### src/sv/spl_pkg.sv
`timescale 1ns / 1ps
// spl_pkg: shared types, register codes and sizes for the 3x3 edge filter.
// No dependencies; imported by every module of the block but spl_chk.
package spl_pkg;

    localparam int PIXEL_BITS    = 8;
    localparam int MAX_WIDTH_DEF = 2048;

    // configuration port
    localparam int CFG_AW      = 2;
    localparam int CFG_DW      = 16;
    localparam int WIDTH_BITS  = 12;
    localparam int HEIGHT_BITS = 16;
    localparam int MODE_BITS   = 2;
    localparam int ROW_BITS    = 16;

    localparam logic [CFG_AW-1:0] REG_IMAGE_WIDTH  = 2'd0;
    localparam logic [CFG_AW-1:0] REG_IMAGE_HEIGHT = 2'd1;
    localparam logic [CFG_AW-1:0] REG_FILTER_MODE  = 2'd2;

    localparam logic [WIDTH_BITS-1:0]  WIDTH_RESET  = 12'd640;
    localparam logic [HEIGHT_BITS-1:0] HEIGHT_RESET = 16'd480;

    localparam logic [MODE_BITS-1:0] MODE_SOBEL   = 2'd0;
    localparam logic [MODE_BITS-1:0] MODE_PREWITT = 2'd1;
    localparam logic [MODE_BITS-1:0] MODE_LAPLACE = 2'd2;

    // signed operator terms: Laplace reaches 5 * max, Sobel sum reaches 8 * max
    localparam int TERM_BITS = PIXEL_BITS + 4;

    // result queue
    localparam int OQ_DEPTH = 8;
    localparam int OQ_AW    = 3;

    typedef logic [PIXEL_BITS-1:0] chan_t;

    typedef struct packed {
        chan_t red;
        chan_t green;
        chan_t blue;
    } pixel_t;

    // per-item control: vld means the item produces a result
    typedef struct packed {
        logic vld;
        logic border;
        logic fend;
    } item_ctl_t;

    typedef struct packed {
        pixel_t px;
        logic   fend;
    } out_item_t;

endpackage

### src/sv/spl_outq.sv
`timescale 1ns / 1ps
// spl_outq: merges the three lane results with frame end into one result
// and queues it; credit count backs up the input. Depends on spl_pkg.
module spl_outq
    import spl_pkg::*;
(
    input  logic      clk,
    input  logic      rst_n,
    input  logic      reserve,
    input  logic      wr,
    input  chan_t     blue,
    input  chan_t     green,
    input  chan_t     red,
    input  logic      fend,
    output logic      full,
    output logic      out_vld,
    input  logic      out_stall,
    output out_item_t rd_item
);

    localparam int CW = OQ_AW + 1;

    out_item_t      q_mem [OQ_DEPTH];
    out_item_t      wr_item;
    logic [OQ_AW-1:0] wr_ptr_reg, rd_ptr_reg;
    logic [CW-1:0]  fill_reg, credit_reg;
    logic           pop;

    always_comb
    begin
        wr_item.px.blue  = blue;
        wr_item.px.green = green;
        wr_item.px.red   = red;
        wr_item.fend     = fend;
    end

    assign out_vld = (fill_reg != '0);
    assign pop     = out_vld && !out_stall;
    assign full    = (credit_reg == CW'(OQ_DEPTH));
    assign rd_item = q_mem[rd_ptr_reg];

    always_ff @(posedge clk)
    begin
        if (wr)
            q_mem[wr_ptr_reg] <= wr_item;
    end

    // credits count results reserved at input transfer until they leave
    always_ff @(posedge clk or negedge rst_n)
    begin
        if (!rst_n)
        begin
            wr_ptr_reg <= '0;
            rd_ptr_reg <= '0;
            fill_reg   <= '0;
            credit_reg <= '0;
        end
        else
        begin
            if (wr)
                wr_ptr_reg <= wr_ptr_reg + 1'b1;
            if (pop)
                rd_ptr_reg <= rd_ptr_reg + 1'b1;
            fill_reg   <= fill_reg + CW'(wr) - CW'(pop);
            credit_reg <= credit_reg + CW'(reserve) - CW'(pop);
        end
    end

endmodule

### config.mk
export PLATFORM = sky130hd
export DESIGN_NAME = spl_outq
export DESIGN_NICKNAME = d
export VERILOG_FILES = /design/src/sv/spl_pkg.sv /design/src/sv/spl_outq.sv
export SDC_FILE = /design/constraint.sdc
export NUM_CORES = 1
export LEC_CHECK = 0
export ABC_AREA = 1
export BUFFER_PORTS_ARGS = -buffer_cell sky130_fd_sc_hd__buf_2
export CORE_ASPECT_RATIO = 0.6
export CORE_MARGIN = 5
export CORE_UTILIZATION = 55
export CTS_CLUSTER_SIZE = 10
export DETAILED_ROUTE_END_ITERATION = 7
export GPL_TIMING_DRIVEN = 1
export PLACE_DENSITY = 0.73
export RECOVER_POWER = 25
export SLEW_MARGIN = 25
export SYNTH_ARGS = -nofsm -noshare
export SYNTH_HDL_FRONTEND = slang
export SYNTH_SLANG_ARGS = --single-unit
### constraint.sdc
create_clock -name clk -period 3.09 [get_ports clk]
set_input_delay 0.309 -clock clk [delete_from_list [all_inputs] [get_ports clk]]
set_output_delay 0.309 -clock clk [all_outputs]
set_load 0.02 [all_outputs]
==> reports/qor.txt <==
Initial antenna violation count - 1
Pwr dens - 916 nW/um^2
Synth-to-layout area growth - 12.2%
IO buf count - 56
R2R Setup Slk - 1.15 ns
Maximum VDD drop - 618 uV
Syn Inst Count - 954
IO Pins - 57
Ys Warns - 0
# resized after CTS - 0
CP Launch Type - flop
Cell Int Power - 6.17 mW
GR Util All Layers - 19.8%
Core area - 17200 sq um
Synth Cell Area - 9650 sq um
Critical path buffers and inverters - 3
Post-DP HPWL - 11000 microns
Combinational share of power - 36.6%
H-tree depth - 1
Rows - 37
Top cell by count, worst path - nand2_1
Most numerous cell in the Yosys netlist - nand2_1
Fmax - 362 MHz
Chip height - 113 microns
First-pass GRT wire length - 31900 microns
Number of enable flip-flop cells after synthesis - 200
NumNets Final - 1058
Leak pwr - 5.00 nW
First drt pass iteration count - 4
Number of global-route vias before repair - 5918
Crit path largest cell delay - 0.63 ns
Unrepaired setup endpoints after global routing - false
Critical path's top delay family - buffers and inverters
Critical R2R Launch - wr_ptr_reg[0]
Critical path depth - 8
Largest area contributor in the netlist - edfxtp_1
Num CTS Buffers - 25
Sw Ratio - 37.8%
Final setup viols - 0
Clock-pin slew on the worst setup and hold paths - 0.06 ns
Slew headroom - 29.5%
CP arrival - 2.46 ns
Worst-path fanout max - 53
Most common library cells after synthesis - nand2_1, inv_1, edfxtp_1
CP endpoint kind - output pin
Syn nets - 996
Clock network power share - 25.8%
Largest register FFs - 200
Final period util - 89.5%
Top FF cell, synth - edfxtp_1
Fin. max-slew vios - 0
Insertion delay to the later sink of the worst-skew pair - 0.50 ns
Die Footprint - 20400 sq um
Starting Density - 56.2%
Yosys reg bits - 214
Clock tree from TritonCTS - built
CP Launch Point - rd_ptr_reg[0]
Worst Path Required - 2.78 ns
Final wirelength - 20100 microns
Synth top area cells - edfxtp_1, nand2_1, inv_1
GR Overflow Total - 0
Clk buf depth - 3
Fin Clk Skew - 0.0117 ns
R2R depth - 3
Library cells used by synthesis - 21
ANT nets after route - 0
Worst-Margin Slew - 1.05 ns
Via/cell ratio - 4.84
Ant diodes - 0
Setup CP Type - reg2out
Worst path cell trace - clkinv_2 > buf_4 > nand2_1 > nand3_1 > nand2_1 > nand2_1 > nand2_1 > buf_2
Avg Inst Size Synth - 10.1 sq um
Reg power frac - 37.7%
Post-synth ARST share - 6.54%
Starting DRC count in detailed routing - 504
DR WL/cell - 15.9 microns
DRC - 0
Maxcap violations - 0
Share of cells above drive strength 1 - 12.0%
CTS sink cnt - 214
Yosys top cell area share - 62.2%
Final core utilization - 63.1%
Largest net degree at the start of global routing - 54
Clk root buf - clkbuf_16
Net Sw Power - 3.75 mW
Total negative setup slack - 0 ns
R2r endpoint - q_mem[4][16]
Die width - 181 microns
Worst hold path type - in2reg
Worst setup path end - rd_item[19]
Minimum clock period - 2.77 ns
GP Congestion - 0.780
# fillers - 1417
Sequential share of the synthesized area - 65.8%
Status - complete, no violations
Hold Vio Cnt, Final - 0
CP max-delay cell - dfrtp_4
Vias - 6140
## cells in the final DEF, fill, tap and decap left out
| cell type | n |
|---|---|
| a21oi_1 | 2 |
| buf_12 | 2 |
| buf_2 | 37 |
| buf_4 | 14 |
| clkbuf_1 | 38 |
| clkbuf_16 | 25 |
| clkinv_1 | 1 |
| clkinv_2 | 1 |
| clkinvlp_4 | 1 |
| dfrtp_1 | 12 |
| dfrtp_2 | 1 |
| dfrtp_4 | 1 |
| dlygate4sd3_1 | 1 |
| edfxtp_1 | 200 |
| fa_1 | 2 |
| ha_1 | 10 |
| inv_1 | 213 |
| inv_2 | 4 |
| nand2_1 | 314 |
| nand2_2 | 29 |
| nand3_1 | 106 |
| nor2_1 | 1 |
| nor2_4 | 8 |
| o21ai_0 | 2 |
| o21ai_1 | 1 |
| or2_2 | 1 |
| xnor2_1 | 2 |
| xor2_1 | 5 |
## metrics by stage
stage / hold slack (ns) / instance area (sq um) / total power, mW / cells / setup slack (ns)
after floorplan: 0.0134 / 9650 / 6.51 / 954 / 0.883
after global placement: 0.219 / 10100 / 7.34 / 1222 / 0.908
after detailed placement: 0.225 / 10100 / 7.42 / 1222 / 0.892
after CTS: 0.0318 / 10900 / 10.0 / 1268 / 0.290
after global routing: 0.0498 / 10800 / 10.6 / 1268 / 0.189
final: 0.0453 / 10800 / 9.92 / 1268 / 0.324
## how the worst min path moves through the flow
stage                 start       endpoint  slack, ns  cells past startpoint
floorplan             rst_n  credit_reg[0]       0.01                      0
global placement      rst_n    fill_reg[2]       0.22                      1
detailed placement    rst_n    fill_reg[2]       0.23                      1
CTS                 reserve  credit_reg[0]       0.03                      2
global route        reserve  credit_reg[0]       0.05                      2
finish              reserve  credit_reg[0]       0.05                      2
## metal layers
layer | global-route usage (%) | routed length, microns | up-vias
li1 | - | - | 3087
met1 | 28.2 | 9250 | 2871
met2 | 32.4 | 9480 | 146
met3 | 3.85 | 1020 | 34
met4 | 3.70 | 366 | 2
met5 | 0 | 13 | -
## what timing repair did
item	4_1_cts	5_1_grt
hold endpoints to repair	14	0
hold buffers	1	0
buffers inserted	0	0
## cell type report
| type | instances | area (sq um) | area share (%) |
|---|---|---|---|
| Sequential cell | 214 | 6360 | 58.7 |
| Multi-Input combinational cell | 483 | 2240 | 20.7 |
| Inverter | 219 | 823 | 7.60 |
| Clock buffer | 44 | 697 | 6.43 |
| Timing Repair Buffer | 73 | 412 | 3.80 |
| Tap cell | 234 | 293 | 2.70 |
| Clock inverter | 1 | 7.51 | 0.0693 |
## cells by family after synthesis
kind of cell,share of synthesized area (%)
AO/OA/AOI/OAI,0.259
adder cells (fa/ha/maj),1.71
XOR/XNOR,0.635
buffers and inverters,11.5
flip-flops,65.8
AND/OR/NAND/NOR,20.0
## power by group through the flow
stage               clock network [mW]  logic [mW]  registers [mW]
global placement                     0        3.56            3.78
floorplan                            0        2.81            3.71
global route                      2.74        4.04            3.77
detailed placement                   0        3.62            3.79
finish                            2.56        3.63            3.74
CTS                               2.61        3.66            3.74
(Power assumes the default switching activity.)
