$ cat config.mk
export PLATFORM = sky130hd
export DESIGN_NAME = spl_pos
export DESIGN_NICKNAME = d
export VERILOG_FILES = /design/src/sv/spl_pkg.sv /design/src/sv/spl_pos.sv
export SDC_FILE = /design/constraint.sdc
export NUM_CORES = 1
export LEC_CHECK = 0
export CORE_UTILIZATION = 40
export DETAILED_ROUTE_END_ITERATION = 16
export DONT_BUFFER_PORTS = 1
export MAX_ROUTING_LAYER = met4
export SYNTH_ARGS = -nofsm -noshare
export SYNTH_HDL_FRONTEND = slang
export SYNTH_SLANG_ARGS = --single-unit
export TNS_END_PERCENT = 30
$ cat constraint.sdc
create_clock -name clk -period 10.6 [get_ports clk]
set_input_delay 2.12 -clock clk [delete_from_list [all_inputs] [get_ports clk]]
set_output_delay 2.12 -clock clk [all_outputs]
set_load 0.05 [all_outputs]
$ cat src/sv/spl_pkg.sv
`timescale 1ns / 1ps
// spl_pkg: shared types, register codes and sizes for the 3x3 edge filter.
// No dependencies; imported by every module of the block but spl_chk.
package spl_pkg;

    localparam int PIXEL_BITS    = 8;
    localparam int MAX_WIDTH_DEF = 2048;

    // configuration port
    localparam int CFG_AW      = 2;
    localparam int CFG_DW      = 16;
    localparam int WIDTH_BITS  = 12;
    localparam int HEIGHT_BITS = 16;
    localparam int MODE_BITS   = 2;
    localparam int ROW_BITS    = 16;

    localparam logic [CFG_AW-1:0] REG_IMAGE_WIDTH  = 2'd0;
    localparam logic [CFG_AW-1:0] REG_IMAGE_HEIGHT = 2'd1;
    localparam logic [CFG_AW-1:0] REG_FILTER_MODE  = 2'd2;

    localparam logic [WIDTH_BITS-1:0]  WIDTH_RESET  = 12'd640;
    localparam logic [HEIGHT_BITS-1:0] HEIGHT_RESET = 16'd480;

    localparam logic [MODE_BITS-1:0] MODE_SOBEL   = 2'd0;
    localparam logic [MODE_BITS-1:0] MODE_PREWITT = 2'd1;
    localparam logic [MODE_BITS-1:0] MODE_LAPLACE = 2'd2;

    // signed operator terms: Laplace reaches 5 * max, Sobel sum reaches 8 * max
    localparam int TERM_BITS = PIXEL_BITS + 4;

    // result queue
    localparam int OQ_DEPTH = 8;
    localparam int OQ_AW    = 3;

    typedef logic [PIXEL_BITS-1:0] chan_t;

    typedef struct packed {
        chan_t red;
        chan_t green;
        chan_t blue;
    } pixel_t;

    // per-item control: vld means the item produces a result
    typedef struct packed {
        logic vld;
        logic border;
        logic fend;
    } item_ctl_t;

    typedef struct packed {
        pixel_t px;
        logic   fend;
    } out_item_t;

endpackage

$ cat src/sv/spl_pos.sv
`timescale 1ns / 1ps
// spl_pos: input and output raster position counters, priming, border and
// frame end decode. Depends on spl_pkg.
module spl_pos
    import spl_pkg::*;
#(
    parameter int   MAX_WIDTH = MAX_WIDTH_DEF,
    localparam int  AW        = $clog2(MAX_WIDTH)
)
(
    input  logic                   clk,
    input  logic                   rst_n,
    input  logic                   acc,
    input  logic [WIDTH_BITS-1:0]  image_width,
    input  logic [HEIGHT_BITS-1:0] image_height,
    output logic [AW-1:0]          col,
    output item_ctl_t              ctl
);

    localparam int WW = $clog2(MAX_WIDTH + 1);

    logic [AW-1:0]          in_col_reg, in_col_next, out_col_reg, out_col_next;
    logic [ROW_BITS-1:0]    in_row_reg, in_row_next, out_row_reg, out_row_next;
    logic [WW-1:0]          wid, wid_m1, ic1, oc1;
    logic [HEIGHT_BITS-1:0] hgt, hgt_m1;
    logic [AW-1:0]          ic0, oc0;
    logic [ROW_BITS-1:0]    ir0, or0;
    logic                   primed, border, fend;

    function automatic logic [ROW_BITS-1:0] row_inc(input logic [ROW_BITS-1:0] r);
        row_inc = (r == {ROW_BITS{1'b1}}) ? r : r + 1'b1;
    endfunction

    always_comb
    begin
        if (image_width < 12'd3)
            wid = WW'(3);
        else if (32'(image_width) > 32'(MAX_WIDTH))
            wid = WW'(MAX_WIDTH);
        else
            wid = WW'(image_width);
        wid_m1 = wid - 1'b1;
        hgt    = (image_height < 16'd3) ? 16'd3 : image_height;
        hgt_m1 = hgt - 1'b1;

        // input side
        if (WW'(in_col_reg) >= wid)
        begin
            ic0 = '0;
            ir0 = row_inc(in_row_reg);
        end
        else
        begin
            ic0 = in_col_reg;
            ir0 = in_row_reg;
        end
        primed = (ir0 >= 16'd2) || (ir0 == 16'd1 && ic0 != '0);
        ic1 = WW'(ic0) + 1'b1;
        if (ic1 >= wid)
        begin
            in_col_next = '0;
            in_row_next = row_inc(ir0);
        end
        else
        begin
            in_col_next = AW'(ic1);
            in_row_next = ir0;
        end

        // output side
        if (WW'(out_col_reg) >= wid)
        begin
            oc0 = '0;
            or0 = row_inc(out_row_reg);
        end
        else
        begin
            oc0 = out_col_reg;
            or0 = out_row_reg;
        end
        border = (or0 == '0) || (or0 >= hgt_m1) || (oc0 == '0) || (WW'(oc0) >= wid_m1);
        fend   = (or0 >= hgt_m1) && (WW'(oc0) >= wid_m1);
        oc1 = WW'(oc0) + 1'b1;
        if (!primed)
        begin
            out_col_next = out_col_reg;
            out_row_next = out_row_reg;
        end
        else if (oc1 >= wid)
        begin
            out_col_next = '0;
            out_row_next = row_inc(or0);
        end
        else
        begin
            out_col_next = AW'(oc1);
            out_row_next = or0;
        end

        // last pixel of the frame restarts all counters
        if (primed && fend)
        begin
            in_col_next  = '0;
            in_row_next  = '0;
            out_col_next = '0;
            out_row_next = '0;
        end
    end

    always_ff @(posedge clk or negedge rst_n)
    begin
        if (!rst_n)
        begin
            in_col_reg  <= '0;
            in_row_reg  <= '0;
            out_col_reg <= '0;
            out_row_reg <= '0;
        end
        else if (acc)
        begin
            in_col_reg  <= in_col_next;
            in_row_reg  <= in_row_next;
            out_col_reg <= out_col_next;
            out_row_reg <= out_row_next;
        end
    end

    assign col        = ic0;
    assign ctl.vld    = primed;
    assign ctl.border = border;
    assign ctl.fend   = fend;

endmodule

==> qor.yml <==
status: "finished, final reports clean"
grt-ovfl-total: 0
antenna_found_initial: 0
cp_max_fo: 10
ys.warnings.count: 0
fin_hold_ws_ps: 572
nets: 967
antenna_cells: 0
ys_ff_latch: 54
track_usage_pct: 23.3
p_switching_w: 0.000511
place_congestion: 0.935
rows: 48
synth_compound_area_share_pct: 24.1
relSlewSlack_pct: 14.9
syn_area_um2: 7080
portBuffers: 0
switching_share_pct: 48.5
vdd.ir_drop.worst_mv: 0.0724
fmax_mhz: 110
rsz0062_at_grt: "no"
drv_slew: 0
core_region_area_um2: 17300
cellPowerDensity_nw_per_um2: 143
timing.final.crit_share_pct: 85.7
yosysUniqueCellTypes: 84
worst_slew_pin_slew_ps: 1260
reg2reg_slack_ps: 4570
drtIter0Drc: 565
synthAdderAreaFrac_pct: 15.2
io_pins: 45
synth_mux_area_share_pct: 1.36
die_h_um: 135
async_reset_ff_share_pct: 100
tns_ps: 0
worstPathArrival_ps: 6960
clk_pin_slew_ps: 80
synth_top_family_by_area: "simple AND/OR/NAND/NOR gates"
min_period_ps: 9080
p_int_w: 0.000541
grt_max_degree: 55
hp-class: "flop to flop"
place_hpwl_um: 15100
drive_above_1_share_pct: 5.18
skew_ps: 11.5
grt_pass1_vias: 6257
synthSimpleGateAreaFrac_pct: 27.1
drcViolationCount: 0
clkLatencyLatePin_ps: 320
startpoint: "image_width[6]"
mostFrequentLayoutCell: "nand2_1"
critPathLaunchType: "input port"
cts_tree: "yes"
setup_viol: 0
num_vias: 6771
die_w_um: 135
cp_data_required_time_ps: 8480
synth_nets: 1000
cts_sinks: 54
postRouteAntennaNets: 0
critPathCaptureType: "primary output"
power_frac_seq_pct: 29.1
firstDrtPassIters: 7
yosysSeqAreaShare_pct: 19.1
worstRegToRegCells: 18
initial_core_util_pct: 40.9
r2r-start: "out_row_reg[0]$_DFFE_PN0P_"
wl_per_cell_um: 18.7
final_cell_mix: "nand2_1, ha_1, nor2_1"
htreeDepth: 2
crit_end: "ctl[1]"
p_leak_nw: 3.10
cts_setup_buffers: 0
fp.dieArea_um2: 18200
maxCapViolations: 0
cts_resized: 0
synth.avg_cell_area_um2: 8.01
cts_root_buffer: "clkbuf_16"
grt_pass1_wl_um: 32700
yosys.area_share.xor_xnor_pct: 8.05
synth-main-ff-cell: "dfrtp_1"
hold_viol: 0
via_per_inst: 6.30
cts_buffers: 5
wl_um: 20100
netlist_instances: 883
path_class: "input port to primary output"
combPwrFrac_pct: 54.0
p_clk_share_pct: 16.9
r2r_end: "out_col_reg[3]$_DFFE_PN0P_"
synth-edff-count: 0
ctsHoldBuffers: 0
clk_path_buf_depth: 2
area_growth_pct: 3.68
-- worst min-delay path by stage --
stage	slack [ps]	from	to	cells past startpoint
after global placement	540	in_row_reg[1]$_DFFE_PN0P_	in_row_reg[1]$_DFFE_PN0P_	1
after global routing	590	out_row_reg[13]$_DFFE_PN0P_	out_row_reg[13]$_DFFE_PN0P_	1
after CTS	560	out_row_reg[13]$_DFFE_PN0P_	out_row_reg[13]$_DFFE_PN0P_	1
after detailed placement	540	in_row_reg[1]$_DFFE_PN0P_	in_row_reg[1]$_DFFE_PN0P_	1
after floorplan	480	out_row_reg[13]$_DFFE_PN0P_	out_row_reg[13]$_DFFE_PN0P_	1
final	570	in_row_reg[1]$_DFFE_PN0P_	in_row_reg[1]$_DFFE_PN0P_	1
-- metal layers --
metal / share of wire (%) / up-vias / wire, um / track usage [%]
met2: 45 / 229 / 9100 / 36.0
met5: 0 / - / 0 / -
met1: 46 / 3224 / 9240 / 30.7
met3: 5.1 / 41 / 1020 / 2.82
met4: 3.5 / 0 / 699 / 10.0
li1: - / 3277 / - / -
-- cells in the mapped netlist, types with 5 or more instances --
| cell type | number | share of area, % |
|---|---|---|
| a211oi_1 | 10 | 1.1 |
| a21o_1 | 20 | 2.1 |
| a21oi_1 | 28 | 2.0 |
| a22o_1 | 20 | 2.5 |
| a31oi_1 | 13 | 1.1 |
| a32o_1 | 13 | 1.8 |
| a41oi_1 | 7 | 0.87 |
| and2_1 | 20 | 1.8 |
| and3_1 | 14 | 1.2 |
| and4_1 | 6 | 0.74 |
| buf_2 | 17 | 1.2 |
| clkbuf_1 | 23 | 1.2 |
| dfrtp_1 | 54 | 19 |
| ha_1 | 86 | 15 |
| inv_1 | 37 | 2.0 |
| mux2_2 | 5 | 0.80 |
| nand2_1 | 94 | 5.0 |
| nand2b_1 | 16 | 1.4 |
| nand3_1 | 37 | 2.6 |
| nand4_1 | 20 | 1.8 |
| nor2_1 | 65 | 3.4 |
| nor3_1 | 20 | 1.4 |
| nor4_1 | 17 | 1.5 |
| nor4b_1 | 5 | 0.62 |
| o21ai_0 | 27 | 1.9 |
| o21ai_1 | 7 | 0.50 |
| o22ai_1 | 7 | 0.62 |
| o2bb2ai_1 | 5 | 0.62 |
| o31ai_1 | 8 | 0.85 |
| o41ai_1 | 5 | 0.62 |
| or3_1 | 8 | 0.71 |
| or4_1 | 8 | 0.85 |
| xnor2_1 | 46 | 5.7 |
| xor2_1 | 19 | 2.4 |
-- worst max-delay path, cell delays in order --
cell	delay (ps)
nor3_1	170
nand2_1	90
nor4b_1	400
o21ai_0	150
buf_4	190
ha_1	280
nand2_1	50
o21ai_1	130
a41oi_1	180
o22ai_1	570
and2_1	490
xnor2_1	230
ha_1	290
nand2b_1	140
a21o_1	170
a21o_1	170
a211oi_1	210
o21ai_0	120
a21oi_1	240
nand2_1	80
a41oi_1	200
o41ai_2	280
-- area by class of cell --
class                      instances  area, um^2
tap                              225         282
multi-input combinational        745        5370
inverter                          37         139
sequential                        54        1350
clock buffer                       5         125
clock inverter                     2        15.0
fill                            1762        9960
timing repair buffer               7        52.6
-- power by group through the flow --
stage / logic, W / clock network, W / registers, W
2_1_floorplan: 0.000467 / 0 / 0.000278
3_3_place_gp: 0.000566 / 0 / 0.000309
3_5_place_dp: 0.000562 / 0 / 0.000308
4_1_cts: 0.000565 / 0.000183 / 0.000304
5_1_grt: 0.000630 / 0.000189 / 0.000314
6_report: 0.000569 / 0.000178 / 0.000306
-- logic make-up (layout without fill, tap and decap cells) --
kind of cell             after synthesis  count (layout)
AND/OR/NAND/NOR                      358             358
buffers and inverters                 84              51
AO/OA/AOI/OAI                        227             227
XOR/XNOR                              65              65
adder cells (fa/ha/maj)               86              86
multiplexers                           9               9
flip-flops                            54              54
-- through the flow --
step	instances	area [um^2]	util (%)	setup WS, ps	power [W]
floorplan	883	7080	-	1860	0.000744
global placement	1068	7200	41.6	1640	0.000875
detailed placement	1068	7200	41.6	1540	0.000870
CTS	1075	7340	42.4	1520	0.00105
global route	1075	7340	42.4	1070	0.00113
finish	1075	7340	42.4	1520	0.00105
Power figures use the tool's default switching activity.
