**src/sv/spl_pkg.sv**
```systemverilog
`timescale 1ns / 1ps
// spl_pkg: shared types, register codes and sizes for the 3x3 edge filter.
// No dependencies; imported by every module of the block but spl_chk.
package spl_pkg;

    localparam int PIXEL_BITS    = 8;
    localparam int MAX_WIDTH_DEF = 2048;

    // configuration port
    localparam int CFG_AW      = 2;
    localparam int CFG_DW      = 16;
    localparam int WIDTH_BITS  = 12;
    localparam int HEIGHT_BITS = 16;
    localparam int MODE_BITS   = 2;
    localparam int ROW_BITS    = 16;

    localparam logic [CFG_AW-1:0] REG_IMAGE_WIDTH  = 2'd0;
    localparam logic [CFG_AW-1:0] REG_IMAGE_HEIGHT = 2'd1;
    localparam logic [CFG_AW-1:0] REG_FILTER_MODE  = 2'd2;

    localparam logic [WIDTH_BITS-1:0]  WIDTH_RESET  = 12'd640;
    localparam logic [HEIGHT_BITS-1:0] HEIGHT_RESET = 16'd480;

    localparam logic [MODE_BITS-1:0] MODE_SOBEL   = 2'd0;
    localparam logic [MODE_BITS-1:0] MODE_PREWITT = 2'd1;
    localparam logic [MODE_BITS-1:0] MODE_LAPLACE = 2'd2;

    // signed operator terms: Laplace reaches 5 * max, Sobel sum reaches 8 * max
    localparam int TERM_BITS = PIXEL_BITS + 4;

    // result queue
    localparam int OQ_DEPTH = 8;
    localparam int OQ_AW    = 3;

    typedef logic [PIXEL_BITS-1:0] chan_t;

    typedef struct packed {
        chan_t red;
        chan_t green;
        chan_t blue;
    } pixel_t;

    // per-item control: vld means the item produces a result
    typedef struct packed {
        logic vld;
        logic border;
        logic fend;
    } item_ctl_t;

    typedef struct packed {
        pixel_t px;
        logic   fend;
    } out_item_t;

endpackage

```
**src/sv/spl_lane.sv**
```systemverilog
`timescale 1ns / 1ps
// spl_lane: operator datapath for one color channel, one register stage.
// Depends on spl_pkg.
module spl_lane
    import spl_pkg::*;
(
    input  logic                 clk,
    input  chan_t [8:0]          win,
    input  logic [MODE_BITS-1:0] mode,
    input  logic                 border,
    output chan_t                result
);

    localparam int TW = TERM_BITS;
    localparam logic signed [TW-1:0] CH_MAX = TW'((1 << PIXEL_BITS) - 1);

    logic signed [TW-1:0] v [9];
    logic signed [TW-1:0] term_a, term_b, term_a_reg, term_b_reg;
    logic signed [TW-1:0] mag_a, mag_b, total;
    logic                 use_abs, use_abs_reg;

    always_comb
    begin
        for (int k = 0; k < 9; k++)
            v[k] = signed'(TW'(win[k]));
        term_a  = v[4];
        term_b  = '0;
        use_abs = 1'b0;
        if (!border)
        begin
            case (mode)
                MODE_SOBEL:
                begin
                    term_a  = v[2] + (v[5] <<< 1) + v[8] - v[0] - (v[3] <<< 1) - v[6];
                    term_b  = v[6] + (v[7] <<< 1) + v[8] - v[0] - (v[1] <<< 1) - v[2];
                    use_abs = 1'b1;
                end
                MODE_PREWITT:
                begin
                    term_a  = v[2] + v[5] + v[8] - v[0] - v[3] - v[6];
                    term_b  = v[6] + v[7] + v[8] - v[0] - v[1] - v[2];
                    use_abs = 1'b1;
                end
                MODE_LAPLACE:
                begin
                    term_a = (v[4] <<< 2) + v[4] - (v[1] + v[3] + v[5] + v[7]);
                end
                default:
                begin
                    term_a = v[4];
                end
            endcase
        end
    end

    always_ff @(posedge clk)
    begin
        term_a_reg  <= term_a;
        term_b_reg  <= term_b;
        use_abs_reg <= use_abs;
    end

    always_comb
    begin
        mag_a = (use_abs_reg && term_a_reg < 0) ? -term_a_reg : term_a_reg;
        mag_b = (use_abs_reg && term_b_reg < 0) ? -term_b_reg : term_b_reg;
        total = mag_a + mag_b;
        if (total < 0)
            result = '0;
        else if (total > CH_MAX)
            result = CH_MAX[PIXEL_BITS-1:0];
        else
            result = total[PIXEL_BITS-1:0];
    end

endmodule

```
**config.mk**
```make
export PLATFORM = sky130hd
export DESIGN_NAME = spl_lane
export DESIGN_NICKNAME = d
export VERILOG_FILES = /design/src/sv/spl_pkg.sv /design/src/sv/spl_lane.sv
export SDC_FILE = /design/constraint.sdc
export NUM_CORES = 1
export LEC_CHECK = 0
export ABC_CLOCK_PERIOD_IN_PS = 9300
export BUFFER_PORTS_ARGS = -buffer_cell sky130_fd_sc_hd__buf_2
export CORE_MARGIN = 2
export CORE_UTILIZATION = 55
export DETAILED_ROUTE_END_ITERATION = 8
export PLACE_DENSITY_LB_ADDON = 0.2
export SLEW_MARGIN = 0
export SYNTH_ARGS = -nofsm -noshare
export SYNTH_HDL_FRONTEND = slang
export SYNTH_SLANG_ARGS = --single-unit
```
**constraint.sdc**
```tcl
create_clock -name clk -period 9.3 [get_ports clk]
set_clock_uncertainty 0.2 [all_clocks]
set_input_delay 2.325 -clock clk [delete_from_list [all_inputs] [get_ports clk]]
set_output_delay 2.325 -clock clk [all_outputs]
set_load 0.005 [all_outputs]
```
==> impl_metrics.py, run 1 <==
metrics = {
    "status": {
        "status": "complete, no violations",
    },
    "pwr": {
        "vdd_ir_drop_max_uv": 123,
        "p_leak_nw": 4.41,
        "p_per_area_nw_per_um2": 292,
        "power_mw": 2.52,
    },
    "timing": {
        "worst_pin_slew_ns": 0.880,
        "rsz0062_at_grt": "no",
        "hold_viol": 0,
        "setup_viol": 0,
        "finalSetupTns_ns": 0,
        "finalMaxSlewViolations": 0,
        "min_period_ns": 6.85,
        "maxSlewHeadroom": 0.413,
        "fin_crit_sh": 0.737,
        "fmax_mhz": 146,
        "holdWs_ns": 2.14,
    },
    "final_layout": {
        "final_common_cell": "inv_1",
        "antenna_cells": 0,
        "drive_gt1_frac": 0.101,
        "syn_to_final_growth_pct": 8.68,
        "nets": 1283,
        "mostFrequentLayoutCells": "inv_1, fa_1, ha_1",
        "fillers": 1262,
        "final_cell_area_sq_um": 8630,
    },
    "place": {
        "io_buffers": 83,
        "hpwl_um": 17400,
        "place_area_sq_um": 8550,
        "place.gp.congestion": 0.927,
    },
    "synthesis": {
        "syn_inst": 896,
        "avgSynthCellArea_sq_um": 8.86,
        "synth-edff-count": 0,
        "syn-num-nets": 1203,
        "seq_area_frac_synth": 0.0630,
        "synth.distinct_cells": 55,
        "syn-cell-area_sq_um": 7940,
        "synth_warnings": 0,
        "async_flop_share": 0,
        "synth_flop_cell": "dfxtp_1",
        "ys_seq_elements": 25,
    },
    "setup_path": {
        "cp_max_fo": 4,
        "path_class": "input pin to register",
        "arrival_ns": 6.84,
        "crit_path_start_kind": "input pin",
        "cp_data_required_time_ns": 9.28,
        "endpoint_kind": "register",
    },
    "global_routing": {
        "first_global_vias": 6519,
        "antenna_found_initial": 0,
        "grt-ovfl-total": 0,
        "grt_pass1_wl_um": 32100,
        "grt_usage": 0.273,
        "grt_max_degree": 29,
    },
    "flow_run": {
        "cap_violations": 0,
    },
    "clock_network": {
        "clock_sinks": 25,
        "clock_tree.root_cell": "clkbuf_16",
        "cts_max_level": 1,
        "clk_pin_slew_ns": 0.06,
        "post_cts_resized": 0,
        "cts_hold_buf": 0,
        "tritoncts": "done",
        "cts_made_buffers": 3,
        "post-cts-setup-buffers": 0,
        "clock_path_buffers": 2,
    },
    "floorplan": {
        "io-pin-count": 84,
        "die_h_um": 124,
        "rows": 43,
        "initial_core_util": 0.568,
        "die_w_um": 124,
        "design.die.area_sq_um": 15400,
        "fp.coreArea_sq_um": 14000,
    },
    "drt": {
        "routed_wl_um": 19200,
        "vias_per_cell": 5.43,
        "vias": 6274,
        "postRouteAntennaNets": 0,
        "drc": 0,
        "wire_per_inst_um": 16.6,
        "dr.pass1.iters": 5,
        "dr.first_iter.drc_count": 463,
    },
    "worst_hold_path": {
        "hold_path.class": "input pin to register",
    },
}
## path summary, 6_finish.rpt
| kind | cells past startpoint | to | slack, ns | start |
|---|---|---|---|---|
| max | 19 | term_a_reg[9]$_SDFF_PP0_ | 2.45 | win[2] |
| min | 3 | term_a_reg[4]$_DFF_P_ | 2.14 | win[36] |
## final cells by class
class	instances	area [sq um]	share of cell area
inverter	198	743	0.0861
tap	180	225	0.0261
multi-input combinational	665	6670	0.772
clock buffer	4	78.8	0.00914
timing repair buffer	83	415	0.0481
sequential	25	500	0.0580
## power by group
part / internal (mW) / total, mW / switching (mW)
Sequential: 0.142 / 0.179 / 0.0372
Clock: 0.0585 / 0.0940 / 0.0355
Combinational: 0.983 / 2.24 / 1.26
Total: 1.18 / 2.52 / 1.33
## cells by family after synthesis
group,synth area share
compound gates,0.153
flops,0.0630
xor+xnor,0.0826
simple gates,0.0974
fa+ha+maj,0.497
buf+inv,0.0974
mux,0.00961
## metrics by stage
| stage | setup slack, ns | util | std cells |
|---|---|---|---|
| 4_1_cts | 2.50 | 0.617 | 1155 |
| 3_5_place_dp | 2.24 | 0.611 | 1151 |
| 2_1_floorplan | 2.76 | - | 896 |
| 3_3_place_gp | 2.37 | 0.611 | 1151 |
| 5_1_grt | 2.16 | 0.617 | 1155 |
| 6_report | 2.45 | 0.617 | 1155 |
## worst max-delay path: stages
cell	delay, ns
buf_2	0.10
inv_1	0.12
fa_1	0.55
inv_1	0.05
fa_1	0.47
inv_1	0.06
ha_1	0.26
a21o_1	0.18
a211o_1	0.31
a21oi_1	0.23
xnor2_1	0.16
fa_1	0.44
ha_1	0.23
or3_1	0.36
nor3_1	0.27
o31ai_1	0.16
nor3_1	0.25
o21ai_0	0.14
a31oi_1	0.15
## metal layers
layer / up-vias / part of all wire / track usage / wire [um]
met5: - / 0 / 0 / 0
met3: 39 / 0.054 / 0.0261 / 1030
li1: 3076 / - / - / -
met1: 2976 / 0.44 / 0.377 / 8390
met2: 183 / 0.47 / 0.455 / 9000
met4: 0 / 0.039 / 0.0892 / 749
## synthesized netlist by cell type, drive strengths merged, types with 6 or more instances
| library cell | instances | area, sq um |
|---|---|---|
| a211oi | 8 | 65.1 |
| a21o | 15 | 113 |
| a21oi | 58 | 290 |
| a31oi | 8 | 50.1 |
| and3 | 6 | 38.8 |
| clkbuf | 8 | 30.0 |
| dfxtp | 25 | 500 |
| fa | 141 | 2820 |
| ha | 90 | 1130 |
| inv | 198 | 743 |
| nand2 | 36 | 135 |
| nand2b | 9 | 56.3 |
| nand3 | 16 | 80.1 |
| nor2 | 59 | 221 |
| nor2b | 7 | 43.8 |
| nor3 | 16 | 80.1 |
| o21a | 20 | 150 |
| o21ai | 31 | 155 |
| o22ai | 11 | 68.8 |
| xnor2 | 31 | 279 |
| xor2 | 43 | 377 |
(Power assumes the default switching activity.)
==> inputs of run 2 (changes only) <==
Settings changed: ABC_CLOCK_PERIOD_IN_PS 9300 to 7150.
Clock period 9.3 ns to 7.15 ns, I/O delays scaled along.
==> impl_metrics.py, run 2 (same netlist as run 1, synthesis figures left out) <==
metrics = {
    "timing": {
        "finalWorstSetupSlack_ns": 0.951,
        "holdWs_ns": 1.60,
        "min_period_ns": 6.20,
        "worst_pin_slew_ns": 0.845,
        "setup_viol": 0,
        "maxSlewHeadroom": 0.436,
        "rsz0062_at_grt": "no",
        "hold_viol": 0,
        "fin_crit_sh": 0.867,
        "finalSetupTns_ns": 0,
        "finalMaxSlewViolations": 0,
        "fmax_mhz": 161,
    },
    "worst_hold_path": {
        "hp-start": "win[36]",
        "hold_depth": 3,
        "whs_endpoint": "term_a_reg[4]$_DFF_P_",
        "hold_path.class": "input pin to register",
    },
    "setup_path": {
        "critPathLaunch": "win[2]",
        "endpoint_kind": "register",
        "cp_max_fo": 4,
        "critPathBufInv": 4,
        "path_cells": "buf_2, inv_1, fa_1, inv_1, fa_1, inv_1, ha_1, a21o_1, a211o_1, a21oi_1, xnor2_1, fa_1, ha_1, or3_1, nor3_1, nor2_1, xor2_1, a21oi_1, o221ai_1",
        "crit_family": "adder cells",
        "arrival_ns": 6.10,
        "crit_path_start_kind": "input pin",
        "path_class": "input pin to register",
        "critical_path.max_stage_delay_ns": 0.56,
        "cp_data_required_time_ns": 7.05,
        "cp_slowest_cell": "fa_1",
    },
    "place": {
        "place_area_sq_um": 8550,
        "placed_cells_incl_taps": 1151,
        "io_buffers": 83,
        "post-place-ws_ns": 0.686,
        "place.gp.congestion": 0.902,
        "hpwl_um": 17300,
    },
    "flow_run": {
        "cap_violations": 0,
    },
    "drt": {
        "routed_wl_um": 19100,
        "vias": 6252,
        "dr.first_iter.drc_count": 369,
        "vias_per_cell": 5.41,
        "drc": 0,
        "dr.pass1.iters": 5,
        "wire_per_inst_um": 16.5,
        "postRouteAntennaNets": 0,
    },
    "global_routing": {
        "grt-ovfl-total": 0,
        "first_global_vias": 6439,
        "grt_pass1_wl_um": 32200,
        "grt_usage": 0.275,
        "antenna_found_initial": 0,
        "grt_max_degree": 29,
    },
    "pwr": {
        "power_mw": 3.27,
        "clockPowerShare": 0.037,
        "pwr-share-comb": 0.891,
        "p_per_area_nw_per_um2": 379,
        "p_sw_mw": 1.73,
        "p_int_mw": 1.54,
        "switching_share": 0.529,
        "p_seq_frac": 0.072,
        "vdd_ir_drop_max_uv": 162,
        "p_leak_nw": 4.41,
    },
    "status": {
        "status": "complete, no violations",
    },
    "clock_network": {
        "clock_path_buffers": 2,
        "cts_max_level": 1,
        "clock_sinks": 25,
        "post-cts-setup-buffers": 0,
        "clk_pin_slew_ns": 0.06,
        "clock_tree.root_cell": "clkbuf_16",
        "post_cts_resized": 0,
        "cts_hold_buf": 0,
        "cts_made_buffers": 3,
        "tritoncts": "done",
    },
    "final_layout": {
        "mostFrequentLayoutCells": "inv_1, fa_1, ha_1",
        "final_cell_area_sq_um": 8630,
        "stdcell_count": 1155,
        "antenna_cells": 0,
        "nets": 1283,
        "final_common_cell": "inv_1",
        "drive_gt1_frac": 0.101,
        "fillers": 1272,
        "final_core_util": 0.617,
        "syn_to_final_growth_pct": 8.68,
    },
    "floorplan": {
        "die_h_um": 124,
        "die_w_um": 124,
        "rows": 43,
        "fp.coreArea_sq_um": 14000,
        "initial_core_util": 0.568,
        "io-pin-count": 84,
        "design.die.area_sq_um": 15400,
    },
}
## run 2: metal layers
metal  share of wire  routed length (um)  up-vias  global-route usage
li1                -                   -     3074                   -
met1            0.44                8420     2979               0.372
met2            0.48                9190      175               0.478
met3           0.054                1040       24              0.0302
met4           0.024                 451        0              0.0576
met5               0                   0        -                   0
## run 2: area by class of cell
class                      instances  area [sq um]  share of cell area
sequential                        25           500              0.0580
inverter                         198           743              0.0861
multi-input combinational        665          6670               0.772
timing repair buffer              83           415              0.0481
clock buffer                       4          78.8             0.00914
tap                              180           225              0.0261
## run 2: how the worst max path moves through the flow
stage	end	depth (start not counted)
after floorplan	term_a_reg[10]$_SDFF_PP0_	17
after detailed placement	term_a_reg[7]$_DFF_P_	19
after global placement	term_b_reg[10]$_SDFF_PP0_	19
final	term_a_reg[7]$_DFF_P_	19
after CTS	term_a_reg[7]$_DFF_P_	19
after global routing	term_b_reg[11]$_SDFF_PP0_	19
## run 2: tightest hold or removal path, delay by kind of cell
| family | cells | cell delay (ns) |
|---|---|---|
| buf+inv | 1 | 0.12 |
| simple gates | 1 | 0.06 |
| compound gates | 1 | 0.06 |
## run 2: power groups by stage
stage	registers (mW)	logic, mW	clock network, mW
after global placement	0.235	2.87	0
after floorplan	0.221	2.19	0
after global routing	0.239	3.31	0.129
after CTS	0.232	2.90	0.123
after detailed placement	0.235	2.88	0
final	0.235	2.91	0.122
==> inputs of run 3 (changes only) <==
Settings changed: CELL_PAD_IN_SITES_DETAIL_PLACEMENT set to 1, CELL_PAD_IN_SITES_GLOBAL_PLACEMENT set to 2, CORE_UTILIZATION 55 to 38.
==> impl_metrics.py, run 3 (same netlist as run 1, synthesis figures left out) <==
metrics = {
    "floorplan": {
        "die_h_um": 149,
        "design.die.area_sq_um": 22100,
        "rows": 52,
        "die_w_um": 149,
        "initial_core_util": 0.390,
        "fp.coreArea_sq_um": 20400,
        "io-pin-count": 84,
    },
    "clock_network": {
        "cts_made_buffers": 3,
        "clock_tree.root_cell": "clkbuf_16",
        "post-cts-setup-buffers": 0,
        "cts_hold_buf": 0,
        "cts_max_level": 1,
        "tritoncts": "done",
        "clock_sinks": 25,
        "clock_path_buffers": 2,
        "clk_pin_slew_ns": 0.07,
        "post_cts_resized": 0,
    },
    "final_layout": {
        "nets": 1284,
        "drive_gt1_frac": 0.102,
        "mostFrequentLayoutCells": "inv_1, fa_1, ha_1",
        "final_cell_area_sq_um": 8750,
        "antenna_cells": 0,
        "final_common_cell": "inv_1",
        "stdcell_count": 1246,
        "final_core_util": 0.430,
        "syn_to_final_growth_pct": 10.2,
    },
    "drt": {
        "dr.first_iter.drc_count": 209,
        "vias_per_cell": 5.07,
        "wl_met2_um": 11500,
        "drt-met1-wl_um": 11100,
        "routed_wl_um": 23400,
        "vias": 6322,
        "wire_per_inst_um": 18.8,
        "wl_met3_um": 547,
        "maxUsedRoutingLayer": "met4",
        "dr.pass1.iters": 7,
        "drc": 0,
        "postRouteAntennaNets": 0,
    },
    "setup_path": {
        "crit_path_start_kind": "input pin",
        "cp_slowest_cell": "fa_1",
        "endpoint_kind": "register",
        "critical_path.max_stage_delay_ns": 0.55,
        "cp_max_fo": 4,
        "cp_data_required_time_ns": 7.14,
        "arrival_ns": 6.26,
        "path_class": "input pin to register",
        "path_cells": "buf_2, inv_1, fa_1, inv_1, fa_1, inv_1, ha_1, a21o_1, a211o_1, a21oi_1, xnor2_1, fa_1, ha_1, or3_1, nor3_1, o31ai_1, nor3_1, o21ai_0, a31oi_1",
    },
    "pwr": {
        "p_per_area_nw_per_um2": 388,
        "p_leak_nw": 4.41,
        "vdd_ir_drop_max_uv": 138,
        "switching_share": 0.540,
        "power_mw": 3.39,
        "p_int_mw": 1.56,
        "clockPowerShare": 0.037,
        "pwr-share-comb": 0.894,
        "p_seq_frac": 0.069,
        "p_sw_mw": 1.83,
    },
    "timing": {
        "worst_pin_slew_ns": 0.875,
        "rsz0062_at_grt": "no",
        "hold_viol": 0,
        "finalSetupTns_ns": 0,
        "fin_crit_sh": 0.877,
        "setup_viol": 0,
        "maxSlewHeadroom": 0.416,
        "min_period_ns": 6.27,
        "holdWs_ns": 1.63,
        "finalMaxSlewViolations": 0,
        "fmax_mhz": 159,
        "finalWorstSetupSlack_ns": 0.880,
    },
    "global_routing": {
        "grt_max_degree": 29,
        "grt-ovfl-total": 0,
        "grt_pass1_wl_um": 38400,
        "grt_usage": 0.227,
        "antenna_found_initial": 0,
        "first_global_vias": 6964,
    },
    "place": {
        "io_buffers": 83,
        "place.gp.congestion": 0.835,
        "hpwl_um": 21300,
        "placed_cells_incl_taps": 1242,
        "place_area_sq_um": 8670,
        "post-place-ws_ns": 0.600,
    },
    "worst_hold_path": {
        "hold_path.class": "input pin to register",
        "whs_endpoint": "term_a_reg[4]$_DFF_P_",
        "hold_depth": 3,
        "hp-start": "win[36]",
    },
    "status": {
        "status": "complete, no violations",
    },
    "flow_run": {
        "cap_violations": 0,
    },
}
==> run 3: per-layer routing <==
metal | vias to the layer above | track usage
met2 | 111 | 0.401
li1 | 3071 | -
met5 | - | 0
met4 | 0 | 0.0214
met3 | 10 | 0.0150
met1 | 3130 | 0.317
==> run 3: worst max-delay path by stage <==
stage	from	endpoint	slack, ns	cells after the start
floorplan	win[1]	term_a_reg[10]$_SDFF_PP0_	1.15	17
global placement	win[1]	term_a_reg[10]$_SDFF_PP0_	0.69	18
detailed placement	win[2]	term_a_reg[9]$_SDFF_PP0_	0.60	19
CTS	win[2]	term_a_reg[9]$_SDFF_PP0_	0.86	19
global route	win[1]	term_b_reg[11]$_SDFF_PP0_	0.56	20
finish	win[2]	term_a_reg[9]$_SDFF_PP0_	0.88	19
==> run 3: power by group through the flow <==
stage | Sequential (mW) | Combinational [mW] | Clock, mW
3_3_place_gp | 0.237 | 3.02 | 0
4_1_cts | 0.235 | 3.07 | 0.127
5_1_grt | 0.241 | 3.43 | 0.133
6_report | 0.235 | 3.03 | 0.126
2_1_floorplan | 0.221 | 2.19 | 0
3_5_place_dp | 0.238 | 3.05 | 0
==> run 3: layout make-up <==
type	count	area, sq um
fillers	2445	11600
multi-input cells	665	6670
inverters	198	743
flip-flops and latches	25	500
repair buffers	84	423
well taps	270	338
clock buffers	3	75.1
clock inverters	1	5.00
==> run 3: critical path, delay by kind of cell <==
family          cells  cell delay, ns
fa+ha+maj           5            2.00
compound gates      6            1.17
simple gates        3            0.80
xor+xnor            1            0.18
buf+inv             4            0.32
